[src/rtl/lla_pkg.sv]
// ----------------------------------------------------------------------------
// lla_pkg
// Shared types and constants for the life-like automaton step block.
// ----------------------------------------------------------------------------
package lla_pkg;

  // default grid geometry and cell age width
  localparam int MAX_WIDTH_DEF  = 64;
  localparam int MAX_HEIGHT_DEF = 64;
  localparam int AGE_BITS_DEF   = 4;

  // fixed field widths of the ports
  localparam int AGE_W     = 4;
  localparam int LIVE_W    = 13;
  localparam int CFG_W     = 9;
  localparam int CFG_IDX_W = 3;
  localparam int SIZE_W    = 7;
  localparam int MASK_W    = 9;

  // request types
  localparam logic [1:0] REQ_LOAD = 2'd0;
  localparam logic [1:0] REQ_STEP = 2'd1;
  localparam logic [1:0] REQ_READ = 2'd2;

  // configuration register indexes
  localparam logic [CFG_IDX_W-1:0] CFG_GRID_WIDTH   = 3'd0;
  localparam logic [CFG_IDX_W-1:0] CFG_GRID_HEIGHT  = 3'd1;
  localparam logic [CFG_IDX_W-1:0] CFG_WRAP_EDGES   = 3'd2;
  localparam logic [CFG_IDX_W-1:0] CFG_BIRTH_MASK   = 3'd3;
  localparam logic [CFG_IDX_W-1:0] CFG_SURVIVE_MASK = 3'd4;
  localparam logic [CFG_IDX_W-1:0] CFG_FADE_START   = 3'd5;

  // per-cell visit: slot 0 reads the center, slots 1..8 the neighbors,
  // slot 9 takes the last neighbor and writes the new cell
  localparam int          SLOT_W        = 4;
  localparam logic [3:0]  SLOT_CENTER   = 4'd0;
  localparam logic [3:0]  SLOT_LAST_NBR = 4'd8;
  localparam logic [3:0]  SLOT_WRITE    = 4'd9;

  typedef struct packed {
    logic [1:0]       req_type;
    logic [5:0]       cell_x;
    logic [5:0]       cell_y;
    logic             load_alive;
    logic [AGE_W-1:0] load_age;
  } req_t;

  typedef struct packed {
    logic              read_alive;
    logic [AGE_W-1:0]  read_age;
    logic [LIVE_W-1:0] live_count;
  } res_t;

  typedef enum logic [2:0] {
    ST_IDLE,
    ST_READ,
    ST_STEP,
    ST_COPY,
    ST_FLUSH
  } state_t;

  // control from the sequencer to the rule unit
  typedef struct packed {
    logic clear;    // start of a generation
    logic acc_ctr;  // read data is the center cell
    logic acc_nbr;  // read data is a neighbor that counts
    logic finish;   // last neighbor arrives, new cell is due
  } rule_ctl_t;

endpackage

[src/rtl/lla_nbr_gen.sv]
// ----------------------------------------------------------------------------
// lla_nbr_gen
// Neighbor address generator: maps a cell and a visit slot to a grid address,
// applying torus wrap or flagging positions beyond a dead border.
// ----------------------------------------------------------------------------
module lla_nbr_gen #(
  parameter int MAX_WIDTH  = lla_pkg::MAX_WIDTH_DEF,
  parameter int MAX_HEIGHT = lla_pkg::MAX_HEIGHT_DEF,
  localparam int XW = $clog2(MAX_WIDTH),
  localparam int YW = $clog2(MAX_HEIGHT),
  localparam int AW = $clog2(MAX_WIDTH * MAX_HEIGHT)
) (
  input  logic [XW-1:0]             x,
  input  logic [YW-1:0]             y,
  input  logic [XW-1:0]             x_last,
  input  logic [YW-1:0]             y_last,
  input  logic                      wrap,
  input  logic [lla_pkg::SLOT_W-1:0] slot,
  output logic [AW-1:0]             addr,
  output logic                      valid
);

  logic          dxm, dxp, dym, dyp;
  logic [XW-1:0] nx;
  logic [YW-1:0] ny;
  logic          vx, vy;

  always_comb begin
    {dxm, dxp, dym, dyp} = 4'b0000;
    unique case (slot)
      4'd1:    {dxm, dym} = 2'b11;
      4'd2:    dym = 1'b1;
      4'd3:    {dxp, dym} = 2'b11;
      4'd4:    dxm = 1'b1;
      4'd5:    dxp = 1'b1;
      4'd6:    {dxm, dyp} = 2'b11;
      4'd7:    dyp = 1'b1;
      4'd8:    {dxp, dyp} = 2'b11;
      default: {dxm, dxp, dym, dyp} = 4'b0000;
    endcase
  end

  always_comb begin
    nx = x;
    vx = 1'b1;
    if (dxm) begin
      if (x == '0) begin
        nx = x_last;
        vx = wrap;
      end else begin
        nx = x - XW'(1);
      end
    end else if (dxp) begin
      if (x == x_last) begin
        nx = '0;
        vx = wrap;
      end else begin
        nx = x + XW'(1);
      end
    end
  end

  always_comb begin
    ny = y;
    vy = 1'b1;
    if (dym) begin
      if (y == '0) begin
        ny = y_last;
        vy = wrap;
      end else begin
        ny = y - YW'(1);
      end
    end else if (dyp) begin
      if (y == y_last) begin
        ny = '0;
        vy = wrap;
      end else begin
        ny = y + YW'(1);
      end
    end
  end

  // row-major with a fixed stride of MAX_WIDTH
  assign addr  = AW'(ny) * AW'(MAX_WIDTH) + AW'(nx);
  assign valid = vx & vy;

endmodule

[config.mk]
export PLATFORM = sky130hd
export DESIGN_NAME = lla_nbr_gen
export DESIGN_NICKNAME = d
export VERILOG_FILES = /design/src/rtl/lla_pkg.sv /design/src/rtl/lla_nbr_gen.sv
export SDC_FILE = /design/constraint.sdc
export NUM_CORES = 1
export LEC_CHECK = 0
export ABC_AREA = 0
export BUFFER_PORTS_ARGS = -buffer_cell sky130_fd_sc_hd__buf_2
export CAP_MARGIN = 25
export CORE_MARGIN = 2
export CORE_UTILIZATION = 51
export DETAILED_ROUTE_END_ITERATION = 6
export PLACE_DENSITY = 0.85
export SYNTH_ARGS = -nofsm -noshare
export SYNTH_HDL_FRONTEND = slang
export SYNTH_SLANG_ARGS = --single-unit
export TNS_END_PERCENT = 10
[constraint.sdc]
create_clock -name vclk -period 1.98
set_input_delay 0.198 -clock vclk [all_inputs]
set_output_delay 0.198 -clock vclk [all_outputs]
set_load 0.1 [all_outputs]
==> results of run 1 <==
==> stage by stage <==
step / worst slack (ns) / TNS (ns) / cells / hold WS (ns) / util, %
2_1_floorplan: -0.2209 / -1.838 / 147 / 0.6537 / -
3_3_place_gp: -0.1357 / -0.5350 / 225 / 0.8278 / 96.96
3_5_place_dp: -0.2561 / -1.461 / 225 / 0.8580 / 96.96
==> kinds of logic after synthesis <==
logic type               synth area share (%)
multiplexers                            3.311
adder cells (fa/ha/maj)                 7.947
buffers and inverters                   6.093
AO/OA/AOI/OAI                           29.14
XOR/XNOR                                21.32
AND/OR/NAND/NOR                         32.19
==> impl_metrics.env, run 1 <==
export IMPL_placedInstanceArea_mm2=0.001674
export IMPL_die_height_um=47.04
export IMPL_synthTopCellsByArea="xor2_1, xnor2_1, ha_1, a21oi_1, o21ai_0"
export IMPL_synthDistinctLibCells=39
export IMPL_synth_seq_area_share_pct=0
export IMPL_run_status="aborted with a tool error"
export IMPL_floorplan_rows=15
export IMPL_post_cts_resized=3
export IMPL_gpl_final_weighted_congestion=0.9925
export IMPL_yosys_top_cells_count="a21oi_1, xor2_1, nand2_1, o21ai_0, nor2_1"
export IMPL_quantity_of_hold_fixing_buffers_added_after_cts=0
export IMPL_detailed_place_hpwl_um=3679
export IMPL_run_stop_error="[ERROR DPL-0033] detailed placement checks failed during check placement."
export IMPL_mapped_avg_cell_area_um2=6.426
export IMPL_postCtsSetupBuffers=1
export IMPL_port_buffers=42
export IMPL_last_stage_reached="clock tree synthesis"
export IMPL_floorplan_initialDensity_pct=54.71
export IMPL_dieWidth_um=47.04
export IMPL_netlist_instances=147
export IMPL_mappedNetlistArea_um2=944.7
export IMPL_top_level_ports=42
export IMPL_area_share_of_the_largest_cell_type_after_synthesis_pct=12.05
export IMPL_synthesis_nets=182
export IMPL_synthDominantAreaCellType="xor2_1"
export IMPL_ys_warn_count=0
==> inputs of run 2 (changes only) <==
--- a/config.mk
+++ b/config.mk
@@ -8,10 +8,10 @@
 export ABC_AREA = 0
 export BUFFER_PORTS_ARGS = -buffer_cell sky130_fd_sc_hd__buf_2
 export CAP_MARGIN = 25
-export CORE_MARGIN = 2
-export CORE_UTILIZATION = 51
+export CORE_AREA = 2 2 63 65
 export DETAILED_ROUTE_END_ITERATION = 6
-export PLACE_DENSITY = 0.85
+export DIE_AREA = 0 0 65 67
+export PLACE_DENSITY_LB_ADDON = 0.15
 export SYNTH_ARGS = -nofsm -noshare
 export SYNTH_HDL_FRONTEND = slang
 export SYNTH_SLANG_ARGS = --single-unit
==> run 2 against run 1 <==
Against the previous run:
- the run now ends clean
- synthesized area is the same
- synthesized cell count is the same
==> impl_metrics.env, run 2 <==
export IMPL_required_ns=1.78
export IMPL_synthTopCellsByArea="xor2_1, xnor2_1, ha_1, a21oi_1, o21ai_0"
export IMPL_floorplan_die_area_mm2=0.004355
export IMPL_critPathCaptureType="output pin"
export IMPL_worstPathArrival_ns=1.77
export IMPL_multiInputGateArea_mm2=0.001097
export IMPL_finalCriticalPeriod_ns=1.971
export IMPL_synth_seq_area_share_pct=0
export IMPL_power_combinational_fraction_pct=100.0
export IMPL_final_hold_worst_slack_ns=0.8603
export IMPL_path_delay_family="simple AND/OR/NAND/NOR gates"
export IMPL_fin_crit_sh_pct=99.55
export IMPL_first_global_vias=1304
export IMPL_n_fill_cell=340
export IMPL_mapped_avg_cell_area_um2=6.426
export IMPL_grt_use_met3_pct=0.6757
export IMPL_placed_cells=251
export IMPL_ys_warn_count=0
export IMPL_gpl_final_weighted_congestion=0.8587
export IMPL_floorplan_initialDensity_pct=26.20
export IMPL_worstHoldPathType="in -> out"
export IMPL_layout_cells_most_common="buf_2"
export IMPL_drt_first_pass_iters=4
export IMPL_seq_cells=0
export IMPL_first_pass_grt_wire_length_um=5547
export IMPL_globalRoute_totalOverflow=0
export IMPL_seq_area_um2=0
export IMPL_grt_antenna_before_repair=0
export IMPL_worstSetupStartpointType="input port"
export IMPL_most_common_layout_cells="buf_2, buf_4, xor2_1, buf_12, nand2_1"
export IMPL_met2_usage_pct=32.60
export IMPL_synthDistinctLibCells=39
export IMPL_placedInstanceArea_mm2=0.001725
export IMPL_leakagePower_nw=0.7304
export IMPL_power_clock_fraction_pct=0
export IMPL_sequence_of_cells_on_the_critical_path="buf_2, and4bb_2, or3_4, and2_0, a221oi_1, buf_4, a21oi_4, buf_12"
export IMPL_nets=240
export IMPL_dieWidth_um=65
export IMPL_worst_path_max_delay_cell="or3_4"
export IMPL_floorplan_rows=22
export IMPL_detailed_place_hpwl_um=2760
export IMPL_timing_max_slew_rel_slack_pct=67.60
export IMPL_share_seq_of_total_power_pct=0
export IMPL_vias_per_std_cell=5.215
export IMPL_tightest_slew_ns=0.4834
export IMPL_criticalPathCategory="in -> out"
export IMPL_path_max_fanout=7
export IMPL_layout_core_utilization_pct=48.65
export IMPL_detail_route_antenna_nets=0
export IMPL_run_status="completed"
export IMPL_wl_per_cell_um=12.78
export IMPL_die_height_um=67
export IMPL_switchingPower_mw=0.4013
export IMPL_grt_max_degree=11
export IMPL_timing_hold_worst_path_depth=3
export IMPL_mappedNetlistArea_um2=944.7
export IMPL_intPower_mw=0.2567
export IMPL_final_layout_size_suffix_gt1_share_pct=43.84
export IMPL_synthesis_nets=182
export IMPL_min_delay_worst_endpoint="valid"
export IMPL_total_core_area_mm2=0.003606
export IMPL_port_buffers=42
export IMPL_top_level_ports=42
export IMPL_vdd_ir_drop_max_mv=0.1941
export IMPL_yosys_top_cells_count="a21oi_1, xor2_1, nand2_1, o21ai_0, nor2_1"
export IMPL_critical_path_max_stage_delay_ns=0.40
export IMPL_final_cells=251
export IMPL_netlist_instances=147
export IMPL_area_growth_pct=85.70
export IMPL_final_max_slew_viols=0
export IMPL_route_final_wire_length_um=3209
export IMPL_power_per_cell_area_mw_per_mm2=375.1
export IMPL_power_switching_share_pct=60.99
export IMPL_clock_buffer_count=0
export IMPL_drc_errors=0
export IMPL_antenna_diode_instance_count=0
export IMPL_violation_count_after_the_first_detailed_routing_iteration=36
export IMPL_timing_hold_worst_start="wrap"
export IMPL_report_final_hold_viol_count=0
export IMPL_tns_ns=0
export IMPL_grtUsageMet1_pct=17.33
export IMPL_synthDominantAreaCellType="xor2_1"
export IMPL_setup_repair_after_global_routing_missed_its_margin="yes"
export IMPL_grt_use_total_pct=15.60
export IMPL_critPathBufInv=3
export IMPL_clock_fmax_mhz=507.3
export IMPL_area_share_of_the_largest_cell_type_after_synthesis_pct=12.05
export IMPL_setup_viol=0
export IMPL_top_usage_layer="met2"
export IMPL_cap_viol_max_count=0
export IMPL_design_area_mm2=0.001754
export IMPL_vias=1309
[run 2: cell counts after synthesis]
No cell type changed its count.
[run 2: tightest hold or removal path, stage by stage]
cell,delay (ns)
buf_2,0.12
a2bb2oi_4,0.18
buf_12,0.16
[run 2: worst max-delay path by stage]
| stage | from | end | slack [ns] | depth (start not counted) |
|---|---|---|---|---|
| after floorplan | y[4] | addr[8] | -0.22 | 6 |
| after global placement | slot[3] | addr[2] | -0.17 | 6 |
| after detailed placement | slot[3] | addr[2] | -0.18 | 6 |
| after CTS | slot[2] | addr[11] | 0.009 | 7 |
| after global routing | y[1] | addr[10] | -0.06 | 7 |
| final | slot[2] | addr[1] | 0.009 | 8 |
[run 2: power by group through the flow]
stage | sequential [mW] | combinational (mW) | clock, mW
after global routing | 0 | 0.692 | 0
after CTS | 0 | 0.658 | 0
final | 0 | 0.658 | 0
after global placement | 0 | 0.646 | 0
after floorplan | 0 | 0.419 | 0
after detailed placement | 0 | 0.653 | 0
[run 2: final cells by class]
type                       instances  area share (%)
inverter                           7           1.498
tap                               48           3.424
timing repair buffer              64           32.52
multi-input combinational        132           62.55
[run 2: cell families after synthesis]
group,after synthesis,share of synthesized area [%]
AOI/OAI and AO/OA,46,29.14
xor gates and xnor gates,23,21.32
adders and majority gates,6,7.947
buffers and inverters,15,6.093
muxes,3,3.311
and+or+nand+nor,54,32.19
[run 2: repair_timing]
| item | 4_1_cts | 5_1_grt |
|---|---|---|
| gates resized for setup | 2 | 3 |
| hold buffers | 0 | 0 |
| buffers inserted | 0 | 0 |
| endpoints found under the setup margin | 7 | 13 |
| pin swaps | 1 | 0 |
| gates cloned | 0 | 0 |
[run 2: through the flow]
stage | worst slack (ns) | total power, mW
final | 0.008826 | 0.6579
after CTS | 0.008794 | 0.6575
after global placement | -0.1707 | 0.6457
after floorplan | -0.2209 | 0.4190
after global routing | -0.06428 | 0.6924
after detailed placement | -0.1799 | 0.6533
[run 2: per-layer routing]
layer,wire [µm],up-vias
li1,-,650
met1,1303,621
met2,1732,33
met3,133,5
met4,40,0
met5,0,-
(Power assumes the default switching activity.)
