File: src/rtl/lla_pkg.sv
// ----------------------------------------------------------------------------
// lla_pkg
// Shared types and constants for the life-like automaton step block.
// ----------------------------------------------------------------------------
package lla_pkg;

  // default grid geometry and cell age width
  localparam int MAX_WIDTH_DEF  = 64;
  localparam int MAX_HEIGHT_DEF = 64;
  localparam int AGE_BITS_DEF   = 4;

  // fixed field widths of the ports
  localparam int AGE_W     = 4;
  localparam int LIVE_W    = 13;
  localparam int CFG_W     = 9;
  localparam int CFG_IDX_W = 3;
  localparam int SIZE_W    = 7;
  localparam int MASK_W    = 9;

  // request types
  localparam logic [1:0] REQ_LOAD = 2'd0;
  localparam logic [1:0] REQ_STEP = 2'd1;
  localparam logic [1:0] REQ_READ = 2'd2;

  // configuration register indexes
  localparam logic [CFG_IDX_W-1:0] CFG_GRID_WIDTH   = 3'd0;
  localparam logic [CFG_IDX_W-1:0] CFG_GRID_HEIGHT  = 3'd1;
  localparam logic [CFG_IDX_W-1:0] CFG_WRAP_EDGES   = 3'd2;
  localparam logic [CFG_IDX_W-1:0] CFG_BIRTH_MASK   = 3'd3;
  localparam logic [CFG_IDX_W-1:0] CFG_SURVIVE_MASK = 3'd4;
  localparam logic [CFG_IDX_W-1:0] CFG_FADE_START   = 3'd5;

  // per-cell visit: slot 0 reads the center, slots 1..8 the neighbors,
  // slot 9 takes the last neighbor and writes the new cell
  localparam int          SLOT_W        = 4;
  localparam logic [3:0]  SLOT_CENTER   = 4'd0;
  localparam logic [3:0]  SLOT_LAST_NBR = 4'd8;
  localparam logic [3:0]  SLOT_WRITE    = 4'd9;

  typedef struct packed {
    logic [1:0]       req_type;
    logic [5:0]       cell_x;
    logic [5:0]       cell_y;
    logic             load_alive;
    logic [AGE_W-1:0] load_age;
  } req_t;

  typedef struct packed {
    logic              read_alive;
    logic [AGE_W-1:0]  read_age;
    logic [LIVE_W-1:0] live_count;
  } res_t;

  typedef enum logic [2:0] {
    ST_IDLE,
    ST_READ,
    ST_STEP,
    ST_COPY,
    ST_FLUSH
  } state_t;

  // control from the sequencer to the rule unit
  typedef struct packed {
    logic clear;    // start of a generation
    logic acc_ctr;  // read data is the center cell
    logic acc_nbr;  // read data is a neighbor that counts
    logic finish;   // last neighbor arrives, new cell is due
  } rule_ctl_t;

endpackage

File: src/rtl/lla_rule.sv
// ----------------------------------------------------------------------------
// lla_rule
// Rule unit: accumulates the neighbor count and the live count from the
// stream of grid reads and forms the next state of the current cell.
// ----------------------------------------------------------------------------
module lla_rule #(
  parameter int AGE_BITS = lla_pkg::AGE_BITS_DEF
) (
  input  logic                          clk,
  input  logic                          rst_n,
  input  lla_pkg::rule_ctl_t            ctl,
  input  logic [AGE_BITS:0]             rd_cell,
  input  logic [lla_pkg::MASK_W-1:0]    birth_mask,
  input  logic [lla_pkg::MASK_W-1:0]    survive_mask,
  input  logic [AGE_BITS-1:0]           fade,
  output logic [AGE_BITS:0]             nxt_cell,
  output logic [lla_pkg::LIVE_W-1:0]    live_count
);

  logic [3:0]                 cnt_r, cnt_nxt;
  logic [AGE_BITS:0]          cell_r, cell_nxt;
  logic [lla_pkg::LIVE_W-1:0] live_r, live_nxt;
  logic [3:0]                 n_final;
  logic                       alive;

  always_comb begin
    cnt_nxt  = cnt_r;
    cell_nxt = cell_r;
    live_nxt = live_r;
    if (ctl.clear) begin
      cnt_nxt  = '0;
      live_nxt = '0;
    end else begin
      if (ctl.acc_ctr) begin
        cell_nxt = rd_cell;
        live_nxt = live_r + lla_pkg::LIVE_W'(rd_cell[AGE_BITS]);
      end
      if (ctl.finish) begin
        cnt_nxt = '0;
      end else if (ctl.acc_nbr && rd_cell[AGE_BITS]) begin
        cnt_nxt = cnt_r + 4'd1;
      end
    end
  end

  always_ff @(posedge clk) begin
    if (!rst_n) begin
      cnt_r  <= '0;
      live_r <= '0;
    end else begin
      cnt_r  <= cnt_nxt;
      live_r <= live_nxt;
    end
    cell_r <= cell_nxt;
  end

  // the eighth neighbor lands in the same cycle as the write
  assign n_final = cnt_r + 4'(ctl.acc_nbr & rd_cell[AGE_BITS]);
  assign alive   = cell_r[AGE_BITS];

  always_comb begin
    nxt_cell = cell_r;
    if (cell_r[AGE_BITS-1:0] != '0) begin
      nxt_cell = cell_r - (AGE_BITS + 1)'(1);
    end
    if (alive && !survive_mask[n_final]) begin
      nxt_cell = {1'b0, fade};
    end
    if (!alive && birth_mask[n_final]) begin
      nxt_cell = {1'b1, fade};
    end
  end

  assign live_count = live_r;

endmodule

File: config.mk
export PLATFORM = sky130hd
export DESIGN_NAME = lla_rule
export DESIGN_NICKNAME = d
export VERILOG_FILES = /design/src/rtl/lla_pkg.sv /design/src/rtl/lla_rule.sv
export SDC_FILE = /design/constraint.sdc
export NUM_CORES = 1
export LEC_CHECK = 0
export BUFFER_PORTS_ARGS = -buffer_cell sky130_fd_sc_hd__buf_2
export CORE_MARGIN = 5
export CORE_UTILIZATION = 40
export CTS_CLUSTER_SIZE = 24
export DETAILED_ROUTE_END_ITERATION = 16
export PLACE_DENSITY = 0.68
export SKIP_LAST_GASP = 1
export SLEW_MARGIN = 5
export SYNTH_ARGS = -nofsm -noshare
export SYNTH_HDL_FRONTEND = slang
export SYNTH_SLANG_ARGS = --single-unit
File: constraint.sdc
create_clock -name clk -period 3.9 [get_ports clk]
set_clock_uncertainty 0.15 [all_clocks]
set_input_delay 0.195 -clock clk [delete_from_list [all_inputs] [get_ports clk]]
set_output_delay 0.195 -clock clk [all_outputs]
set_load 0.01 [all_outputs]
Word-level counts from Yosys, hierarchy flattened. Index checks and enable logic that the tools add are counted.

Flip-flop bits (word level): 22. Bits in latches: 0. Memory bits (writable): 0. Memory bits (read-only): 0. Input bits: 33. Logic and storage cells: 27. Memories: 0.

Add/subtract/negate cells: 4. Multipliers: 0. Div/mod/pow operators: 0. Magnitude comparators: 1. Equality and inequality tests: 0. Shift-type cells: 0. Multiplexer cells: 7. Bitwise gates (word level): 3. Reduce and logical (&&, ||, !) cells: 9.

Operators with widths (number): 5-bit two-way mux (3); 13-bit by 1-bit adder with 13-bit output (1); 1-bit binary-select mux with 4-bit select (2); 4-bit by 5-bit less-than comparator with 1-bit output (second input constant) (1); 5-bit by 1-bit subtractor with 5-bit output (second input constant) (1); 4-bit by 1-bit adder with 4-bit output (1); 4-bit by 1-bit adder with 4-bit output (second input constant) (1); 4-bit nonzero test (1); 1-bit logical AND (3); 3-bit OR reduction (1); 1-bit zero test (2); 1-bit two-way mux (2); 1-bit inverter (2); 2-bit AND reduction (1); 2-bit OR reduction (1); 1-bit bitwise AND (1).

Depth between registers and ports, before layout.
Word-level depth: 8. Mapped depth: 10. Mapped depth without buffers: 9.

Worst setup path after synthesis. Ideal clock, no wire load.

Path kind: flip-flop to output port. From: register cnt_r[0]. To: output port nxt_cell[0]. Arrival time: 2.276 ns. Slack: 1.279 ns. Cell stages (with the launch flop): 10. Path through: dfxtp_1 > nand3_1 > inv_1 > ha_1 > buf_2 > a2111oi_0 > nor4_1 > a2111oi_2 > nor2_2 > mux2_1.

Word-level cells in the longest chain between the ends: 7. Elaborated cells between the ends (all ways): 10. Those cells by class: 1 x add/sub; 6 x mux; 3 x reduce/logical.

Ends and longest elaborated chain: start: declaration (RTL line lla_rule.sv:20) `logic [3:0] cnt_r, cnt_nxt;`; start signal: assignment (RTL line lla_rule.sv:51) `cnt_r <= cnt_nxt;`; 4-bit by 1-bit adder with 4-bit output * (RTL line lla_rule.sv:58) `assign n_final = cnt_r + 4'(ctl.acc_nbr & rd_cell[AGE_BITS]);`; 1-bit binary-select mux with 4-bit select (RTL line lla_rule.sv:66) `if (alive && !survive_mask[n_final]) begin`; 1-bit two-way mux (implied by the code) (RTL line lla_rule.sv:66); 1-bit zero test (RTL line lla_rule.sv:66); 1-bit logical AND (RTL line lla_rule.sv:66); 5-bit two-way mux (RTL line lla_rule.sv:66); 5-bit two-way mux * (RTL line lla_rule.sv:69) `if (!alive && birth_mask[n_final]) begin`; end: declaration (RTL line lla_rule.sv:16) `output logic [AGE_BITS:0] nxt_cell,`.

Mark *: on every way between the ends. The rest lies on a longest branch, timed or not. The select of a mux whose other input is x is not followed.

Final worst setup path. Ends and elaborated chain as after synthesis.

==> flow_metrics.py <==
metrics = {
    "sta": {
        "rsz0062_at_grt": "false",
        "final-hold-violation-count": 0,
        "tightestPinTransition_ns": 0.649,
        "fin_crit_sh": 0.856,
        "setup_total_negative_slack_ns": 0,
        "peak_freq_mhz": 299,
        "slew_viol_final": 0,
        "layout_min_cycle_time_ns": 3.34,
        "setup_viol_count_final": 0,
        "relSlewSlack": 0.567,
    },
    "worst_setup_path": {
        "cp_common_cell": "sky130_fd_sc_hd__nand3_1",
        "endpoint_kind": "primary output",
        "timing.critical_path.required_ns": 3.56,
        "cp_slowest_stage_delay_ns": 0.51,
        "cp.buffers_inverters": 2,
        "path_max_fanout": 10,
        "cp.arrival_ns": 2.99,
        "critical-path-top-delay-family": "compound AO/OA/AOI/OAI gates",
        "startpoint_types": "flop",
        "worst_path_max_delay_cell": "sky130_fd_sc_hd__ha_1",
        "critical_path.cell_chain": "nand3_1, inv_1, ha_1, mux2i_1, nand3_1, a2111oi_0, a2111oi_1, nor2_2, mux2_1, buf_2",
        "timing.setup.critical_path_class": "reg2out",
    },
    "clock_network": {
        "cts.path.max_buffers": 2,
        "worst_setup_hold_path_clk_slew_ns": 0.11,
        "h_tree_depth": 1,
        "cts_tree": "done",
        "cts_sinks": 22,
        "cts-root-buf": "sky130_fd_sc_hd__clkbuf_4",
        "postCtsResizedCells": 0,
        "worstSkewPairLatency_ns": 0.30,
        "post_cts.repair.setup_buffers": 0,
        "cts_inserted_buffers": 3,
        "hold_buffers": 5,
    },
    "global_routing": {
        "grt_most_used_layer": "met2",
        "globalRouteMet1Util": 0.163,
        "grt_use_met3": 0.0300,
        "grt_max_degree": 18,
        "grt_pass1_wl_mm": 4.97,
        "globalRouteTotalUtil": 0.142,
        "grt_pass1_vias": 1152,
        "antenna_found_initial": 0,
        "grt.overflow.total": 0,
        "gr-usage-met2": 0.261,
    },
    "cells_and_area": {
        "layout_common_cells": "sky130_fd_sc_hd__buf_2, sky130_fd_sc_hd__dfxtp_1, sky130_fd_sc_hd__nor2_1",
        "insertedDiodeCount": 0,
        "multi_input_area_um2": 795,
        "stdcell_count": 239,
        "area.sequential_um2": 490,
        "layout_commonest_cell": "sky130_fd_sc_hd__buf_2",
        "syn_to_final_growth_pct": 27.8,
        "post_route_cells_drive_above_1_share": 0.308,
        "n_fill_cell": 315,
        "finalNetCount": 235,
    },
    "route": {
        "route.detailed.wl_per_inst_um": 12.6,
        "routed_wirelength_mm": 3.00,
        "drt-pass1-iter-count": 4,
        "drc_violations_left": 0,
        "postRouteAntennaNets": 0,
        "avgViaCountPerCell": 4.99,
        "num_vias": 1192,
        "initial_drc_count": 39,
    },
    "synth": {
        "ys_seq_area_frac": 0.373,
        "synth_flop_type": "sky130_fd_sc_hd__dfxtp_1",
        "netlist-cell-type-count": 41,
        "syn_avg_cell_area_um2": 9.40,
        "number_of_register_bits_inferred_by_synthesis": 22,
        "share_of_flip_flops_with_an_asynchronous_set_or_reset_after_synthesis": 0,
        "synth_nets": 179,
        "postSynthCellCount": 140,
        "synth_enable_flop_cells": 5,
        "syn_area_um2": 1320,
        "ys.warnings.count": 0,
    },
    "run": {
        "maxCapViolCount": 0,
    },
    "die": {
        "start_util": 0.424,
        "fp-row-count": 20,
        "design.core.area_um2": 3100,
        "io_pins": 51,
        "dieWidth_um": 67.4,
        "die_h_um": 67.4,
        "die_area_um2": 4540,
    },
    "placement": {
        "globalplace.congestion": 0.755,
        "placedCellCount": 230,
        "port_buffers": 50,
        "place_hpwl_mm": 2.39,
    },
    "power": {
        "power.density_nw_per_um2": 247,
        "ir_worst_vdd_mv": 0.175,
        "power_leakage_uw": 0.000754,
    },
    "min_path": {
        "hold_removal_path_class": "in2reg",
    },
    "outcome": {
        "run_status": "completed",
    },
}
-- through the flow --
| stage | util | total power [uW] | setup WS [ns] | hold WS [ns] | instance area, um^2 |
|---|---|---|---|---|---|
| finish | 0.542 | 415 | 0.560 | 0.0388 | 1680 |
| global route | 0.542 | 441 | 0.325 | 0.0157 | 1680 |
| CTS | 0.542 | 419 | 0.513 | 0.0333 | 1680 |
| detailed placement | 0.517 | 316 | 0.845 | 0.227 | 1610 |
| global placement | 0.517 | 313 | 0.960 | 0.223 | 1610 |
| floorplan | - | 285 | 1.28 | 0.121 | 1320 |
-- worst reg2reg max path: stages (launching register included) --
cell and delay, ns:
sky130_fd_sc_hd__dfxtp_1 0.39, sky130_fd_sc_hd__ha_1 0.21, sky130_fd_sc_hd__ha_1 0.21, sky130_fd_sc_hd__and2_1 0.21, sky130_fd_sc_hd__nand4_1 0.13, sky130_fd_sc_hd__xor2_1 0.15, sky130_fd_sc_hd__nor2_1 0.05
-- where the power goes --
| group | switching, uW | internal [uW] |
|---|---|---|
| sequential | 3.46 | 238 |
| clock | 63.1 | 37.3 |
| combinational | 34.1 | 39.1 |
| total | 101 | 314 |
-- cells in the mapped netlist, types with 2 or more instances --
cell type	number	area [um^2]
sky130_fd_sc_hd__nor2_2	2	12.5
sky130_fd_sc_hd__nor3_1	7	35.0
sky130_fd_sc_hd__a2111oi_0	2	17.5
sky130_fd_sc_hd__clkbuf_1	3	11.3
sky130_fd_sc_hd__nand2_1	7	26.3
sky130_fd_sc_hd__nand2b_1	3	18.8
sky130_fd_sc_hd__and3_1	3	18.8
sky130_fd_sc_hd__mux2_1	4	45.0
sky130_fd_sc_hd__nor2_1	14	52.6
sky130_fd_sc_hd__xnor2_1	3	26.3
sky130_fd_sc_hd__inv_1	4	15.0
sky130_fd_sc_hd__o21ai_0	4	20.0
sky130_fd_sc_hd__nand4_1	3	18.8
sky130_fd_sc_hd__dfxtp_1	17	340
sky130_fd_sc_hd__nand3_1	8	40.0
sky130_fd_sc_hd__xor2_1	12	105
sky130_fd_sc_hd__edfxtp_1	5	150
sky130_fd_sc_hd__ha_1	6	75.1
sky130_fd_sc_hd__mux2i_1	7	70.1
sky130_fd_sc_hd__nor2b_1	5	31.3
-- metal layers --
metal  vias up  share of wire
li1        614              -
met1       541           0.40
met2        33           0.51
met3         4          0.070
met4         0          0.011
met5         -              0
-- sequential cells by signal, indices dropped and copies added (netlist names) --
name        count
cell_r          5
cnt_r           4
live_count     13
-- worst paths after layout --
check                               startpoint             end  slack (ns)  depth (start not counted)
worst max register to register   live_count[0]  live_count[12]        2.28                          6
worst min register to register  live_count[12]  live_count[12]        0.39                          2
worst max-delay path                  cnt_r[0]     nxt_cell[0]        0.56                         10
worst min-delay path                rd_cell[4]       cell_r[4]        0.04                          1
-- cell type report --
class | instances | share of cell area
Sequential cell | 22 | 0.292
Multi-Input combinational cell | 110 | 0.472
Clock buffer | 3 | 0.0134
Clock inverter | 1 | 0.00223
Timing Repair Buffer | 55 | 0.179
Tap cell | 44 | 0.0327
Inverter | 4 | 0.00893
-- logic make-up (layout without fill, tap and decap cells) --
group           count (synthesis)  count (layout)  share of synthesized area
fa+ha+maj                       6               6                     0.0570
buf+inv                         8              63                     0.0238
xor+xnor                       15              15                     0.0998
simple gates                   60              60                      0.238
compound gates                 17              17                      0.105
mux                            12              12                      0.105
flops                          22              22                      0.373
Power figures use the tool's default switching activity.
